[src/sv/ort_pkg.sv]
package ort_pkg;

    typedef enum logic [2:0] {
        ST_MATCHED   = 3'd0,
        ST_OUT_ORDER = 3'd1,
        ST_UNKNOWN_Q = 3'd2,
        ST_NOT_FOUND = 3'd3,
        ST_UNSUPP    = 3'd4
    } t_status;

    typedef enum logic [2:0] {
        S_IDLE,
        S_POST,
        S_RDQ,
        S_READ,
        S_WAIT,
        S_CHECK,
        S_OUT
    } t_state;

    localparam int unsigned EntryW = 32 + 48 + 32 + 48 + 48 + 48;

    // commands from controller to datapath
    typedef struct packed {
        logic load;
        logic post;
        logic rd_entry;
        logic pop;
        logic match;
        logic set_status;
        t_status status;
    } t_cmd;

    // status from datapath to controller
    typedef struct packed {
        logic unsupp;
        logic q_bad;
        logic is_done;
        logic seen;
        logic empty;
        logic id_lt;
        logic id_eq;
    } t_sts;

endpackage

[src/sv/ort_ctrl.sv]
module ort_ctrl import ort_pkg::*; (
    input  logic   i_clk,
    input  logic   i_rst_n,
    input  logic   i_in_valid,
    output logic   o_in_ready,
    output logic   o_out_valid,
    input  logic   i_out_ready,
    input  t_sts   i_sts,
    output t_cmd   o_cmd
);
    t_state r_state, n_state;

    always_ff @(posedge i_clk) begin
        if (!i_rst_n) begin
            r_state <= S_IDLE;
        end else begin
            r_state <= n_state;
        end
    end

    always_comb begin
        n_state     = r_state;
        o_cmd       = '0;
        o_cmd.status = ST_MATCHED;
        o_in_ready  = 1'b0;
        o_out_valid = 1'b0;
        case (r_state)
            S_IDLE: begin
                o_in_ready = 1'b1;
                if (i_in_valid) begin
                    o_cmd.load = 1'b1;
                    n_state    = S_RDQ;
                end
            end
            S_RDQ: begin
                o_cmd.set_status = 1'b1;
                if (i_sts.unsupp) begin
                    o_cmd.status = ST_UNSUPP;
                    n_state      = S_OUT;
                end else if (i_sts.q_bad) begin
                    o_cmd.status = ST_UNKNOWN_Q;
                    n_state      = S_OUT;
                end else if (!i_sts.is_done) begin
                    o_cmd.set_status = 1'b0;
                    n_state          = S_POST;
                end else if (!i_sts.seen) begin
                    o_cmd.status = ST_UNKNOWN_Q;
                    n_state      = S_OUT;
                end else begin
                    o_cmd.set_status = 1'b0;
                    n_state          = S_READ;
                end
            end
            S_POST: begin
                o_cmd.post = 1'b1;
                n_state    = S_IDLE;
            end
            S_READ: begin
                if (i_sts.empty) begin
                    o_cmd.set_status = 1'b1;
                    o_cmd.status     = ST_NOT_FOUND;
                    n_state          = S_OUT;
                end else begin
                    o_cmd.rd_entry = 1'b1;
                    n_state        = S_WAIT;
                end
            end
            S_WAIT: begin
                n_state = S_CHECK;
            end
            S_CHECK: begin
                if (i_sts.id_lt) begin
                    o_cmd.pop = 1'b1;
                    n_state   = S_READ;
                end else if (i_sts.id_eq) begin
                    o_cmd.pop   = 1'b1;
                    o_cmd.match = 1'b1;
                    n_state     = S_OUT;
                end else begin
                    o_cmd.set_status = 1'b1;
                    o_cmd.status     = ST_OUT_ORDER;
                    n_state          = S_OUT;
                end
            end
            S_OUT: begin
                o_out_valid = 1'b1;
                if (i_out_ready) begin
                    n_state = S_IDLE;
                end
            end
            default: n_state = S_IDLE;
        endcase
    end
endmodule

[config.mk]
export PLATFORM = sky130hd
export DESIGN_NAME = ort_ctrl
export DESIGN_NICKNAME = d
export VERILOG_FILES = /design/src/sv/ort_pkg.sv /design/src/sv/ort_ctrl.sv
export SDC_FILE = /design/constraint.sdc
export NUM_CORES = 1
export LEC_CHECK = 0
export BUFFER_PORTS_ARGS = -buffer_cell sky130_fd_sc_hd__buf_4
export CORE_AREA = 2 2 39 41
export DETAILED_ROUTE_END_ITERATION = 7
export DIE_AREA = 0 0 41 43
export PLACE_DENSITY_LB_ADDON = 0.05
export SLEW_MARGIN = 20
export SYNTH_ARGS = -nofsm -noshare
export SYNTH_HDL_FRONTEND = slang
export SYNTH_SLANG_ARGS = --single-unit
[constraint.sdc]
create_clock -name i_clk -period 1.4 [get_ports i_clk]
set_input_delay 0.28 -clock i_clk [delete_from_list [all_inputs] [get_ports i_clk]]
set_output_delay 0.28 -clock i_clk [all_outputs]
set_load 0.01 [all_outputs]
==> run summary <==
The logs give 0 for the total inserted antenna cells and 340 um^2 for the post-synthesis instance area. The fraction of power consumed by combinational cells was 0.574; the number of flip-flops under the largest register name was 3. The fraction of the yosys area taken by sequential cells was 0.176. The die is 41 um wide. The number of placement rows came out at 14.

The die covers 1760 um^2. 22 I/O pins were placed. In this run the remaining antenna-violating nets after routing total 0. Including well taps, the total number of placed cells is 87. After global routing the overflow that remains totals 0. The share of the cycle needed by the critical path after routing works out to 1.05. The fraction of final layout cells with drive strength greater than 1 is 0.623.

After clock tree synthesis, the clock-pin slew on the worst setup and hold paths is 40 ps. Data on the critical path is required at its endpoint by 1120 ps. Once placement finished, the instance area stood at 547 um^2.

In this run the worst path has a maximum fanout of 6. The tools report the unique cell type count in the Yosys netlist as 28. The average wire per standard cell was 12.1 um; the average size of a mapped cell was 7.40 um^2. The register bank with the most flops was r_state.

IR analysis of the VDD net gives a maximum drop of 559 uV. The logs give -186 ps for the setup TNS and 412 for the number of global-route vias before repair. The number of hold violations in the final report is 0, and the number of synthesized register bits is 3. The internal power of the cells totals 470 uW. For the worst setup path, the data arrival time is 1190 ps. The fraction of power spent switching nets was 0.363. In this run the deepest clock path goes through 2 buffers.

In the final layout, the registers with the most flip-flops are r_state: 3 flops. The tree built by TritonCTS fans out to 3 sinks. Buffers inserted during clock tree synthesis total 3.

In the routed layout, each cell is associated on average with a via count of 4.90. The flow ran to the end, but the final reports show violations. The tools report the first-pass iteration count of the detailed router as 2. The final route contains 456 vias. The share of power burned in the clock network came out at 0.203. Endpoint type of the worst setup path: an output pin. The logs give 0 for the count of hold buffers inserted by post-cts repair and 0.246 for the initial standard-cell utilization of the core.

After detailed routing, the total wire length is 1130 um. Cell area power density: 1090 nW/um^2. Total number of H-tree levels: 1. The run gives 46 as the synthesized instance count. The root buffer cell chosen for the clock tree is clkbuf_4. The tools report the sequential share of power as 0.223.

The logs give 317 um^2 for the area occupied by multi-input gates and 0.830 for the worst slew margin relative to its limit. The count of buffers from port buffering is 21, and the maximum clock rate is 0.681 GHz. Measured along the y axis, the die boundary spans 43 um. The number of slew-limit violations in the final report came out at 0.

The smallest clock period supported by the final layout is computed as 1470 ps. For the minimum setup slack in the final design, the log shows -68.5 ps. The run gives 89 as the number of nets at the end of the flow. The final reports fail on negative setup slack. The count of cells in the finished layout, fillers not included, comes to 93. The detailed router finished its first iteration with 3 violations. The analysis attributes to cell leakage a power of 0.336 nW. STA classifies the critical path startpoint as a flip-flop.

Layout overhead on the synthesized area: 99.3%. Once layout is done, the placed cells without fillers occupy 678 um^2. The tools report the DRC violation count after routing as 0.

The wire length of the first global-routing pass came out at 1700 um. For flop-to-flop paths, the worst setup slack is 150 ps. Max-cap violations in this run came to 0. The final estimated routing congestion in global placement was 0.640; the total power after layout was 738 uW.

For the number of antenna violations at the first check in global routing, the log shows 0. The Yosys warning count is 0. The class of the most critical setup path is flip-flop to output pin. The worst clock skew was 1.74 ps. The worst hold path belongs to the class input port to flip-flop. The HPWL after detailed placement is 828 um.

TritonCTS built the clock tree. For the pin with the worst max-slew slack, the measured transition is 252 ps. Registers take 71.3 um^2. The pin count of the biggest net entering global routing came out at 8. In the layout the commonest cells are 27 x buf_4, 5 x nor2_1, 3 x clkbuf_4, 3 x buf_6, 3 x dfxtp_4.

Synthesis produced a netlist with a net count of 57. The switching power is 268 uW. The run gives 4 as the number of endpoints failing setup at the final stage. Leaving out fill and tap cells, the most frequent cell in the layout is buf_4.

Clock latency on the worst-skew pair: 230 ps. The run gives 0.147 as the total routing resource utilization after global routing. Setup repair after global routing could not meet its margin everywhere. The filler cells instantiated in the layout total 141. The core region is 1380 um^2.
critical path: stages, from the launching register on:
cell	delay (ps)
dfxtp_4	370
buf_6	120
a211o_1	230
a21oi_2	110
buf_4	120
power groups by stage:
stage / combinational, mW / clock, mW / sequential, mW
final: 0.423 / 0.150 / 0.165
after global routing: 0.461 / 0.163 / 0.172
after CTS: 0.419 / 0.159 / 0.163
after detailed placement: 0.341 / 0 / 0.143
after global placement: 0.345 / 0 / 0.145
after floorplan: 0.208 / 0 / 0.113
Yosys cell counts:
| cell type | number | share of area |
|---|---|---|
| a211o_1 | 1 | 0.026 |
| a211oi_1 | 1 | 0.022 |
| a21boi_0 | 2 | 0.044 |
| a21o_1 | 1 | 0.022 |
| a21oi_1 | 2 | 0.029 |
| a22oi_1 | 1 | 0.022 |
| and3_1 | 1 | 0.018 |
| buf_2 | 1 | 0.015 |
| buf_4 | 1 | 0.022 |
| buf_6 | 1 | 0.033 |
| dfxtp_1 | 3 | 0.18 |
| inv_1 | 2 | 0.022 |
| nand2_1 | 2 | 0.022 |
| nand2_4 | 1 | 0.033 |
| nand2b_1 | 2 | 0.037 |
| nand3_1 | 1 | 0.015 |
| nand3b_4 | 1 | 0.059 |
| nand4_1 | 1 | 0.018 |
| nor2_1 | 6 | 0.066 |
| nor2b_1 | 2 | 0.037 |
| nor3_1 | 4 | 0.059 |
| nor3b_1 | 1 | 0.022 |
| nor4b_1 | 2 | 0.051 |
| o21ai_0 | 2 | 0.029 |
| o221a_1 | 1 | 0.033 |
| o31ai_1 | 1 | 0.022 |
| o32ai_1 | 1 | 0.026 |
| or2_1 | 1 | 0.018 |
cell families after synthesis:
family | after synthesis | share of synthesized area
buffers and inverters | 5 | 0.0919
and+or+nand+nor | 25 | 0.456
DFF | 3 | 0.176
AOI/OAI and AO/OA | 13 | 0.276
timing repair:
action / CTS / global route
endpoints found under the setup margin: 10 / 8
gates cloned: 0 / 0
buffers inserted: 2 / 0
pin swaps: 4 / 2
resized for setup: 19 / 3
metal layers:
metal,vias to the layer above,share of wire,track usage
met5,-,0,0
met4,0,0.012,0.0600
met3,2,0.057,0.0314
met2,18,0.50,0.263
met1,204,0.43,0.152
li1,232,-,-
path summary, 6_finish.rpt:
check / cells past startpoint / startpoint / endpoint
setup / recovery: 4 / r_state[0]$_SDFFE_PN0P_ / o_cmd[1]
hold / removal: 3 / i_rst_n / r_state[1]$_SDFFE_PN0P_
setup reg to reg: 4 / r_state[0]$_SDFFE_PN0P_ / r_state[1]$_SDFFE_PN0P_
hold reg to reg: 3 / r_state[2]$_SDFFE_PN0P_ / r_state[0]$_SDFFE_PN0P_
stage by stage:
step           hold WS, ps  setup WS (ps)  utilization
2_1_floorplan          419            141            -
3_3_place_gp           568           14.1        0.395
3_5_place_dp           564        -0.0804        0.395
4_1_cts                307          -88.1        0.484
5_1_grt                332           -138        0.490
6_report               318          -68.5        0.490
cell type report:
cell class                      instances  share of cell area
Multi-Input combinational cell         38               0.467
Sequential cell                         3               0.105
Tap cell                               16              0.0295
Timing Repair Buffer                   30               0.349
Clock buffer                            4              0.0387
Inverter                                2              0.0111
Note: power is estimated with default switching activity, not from simulation.
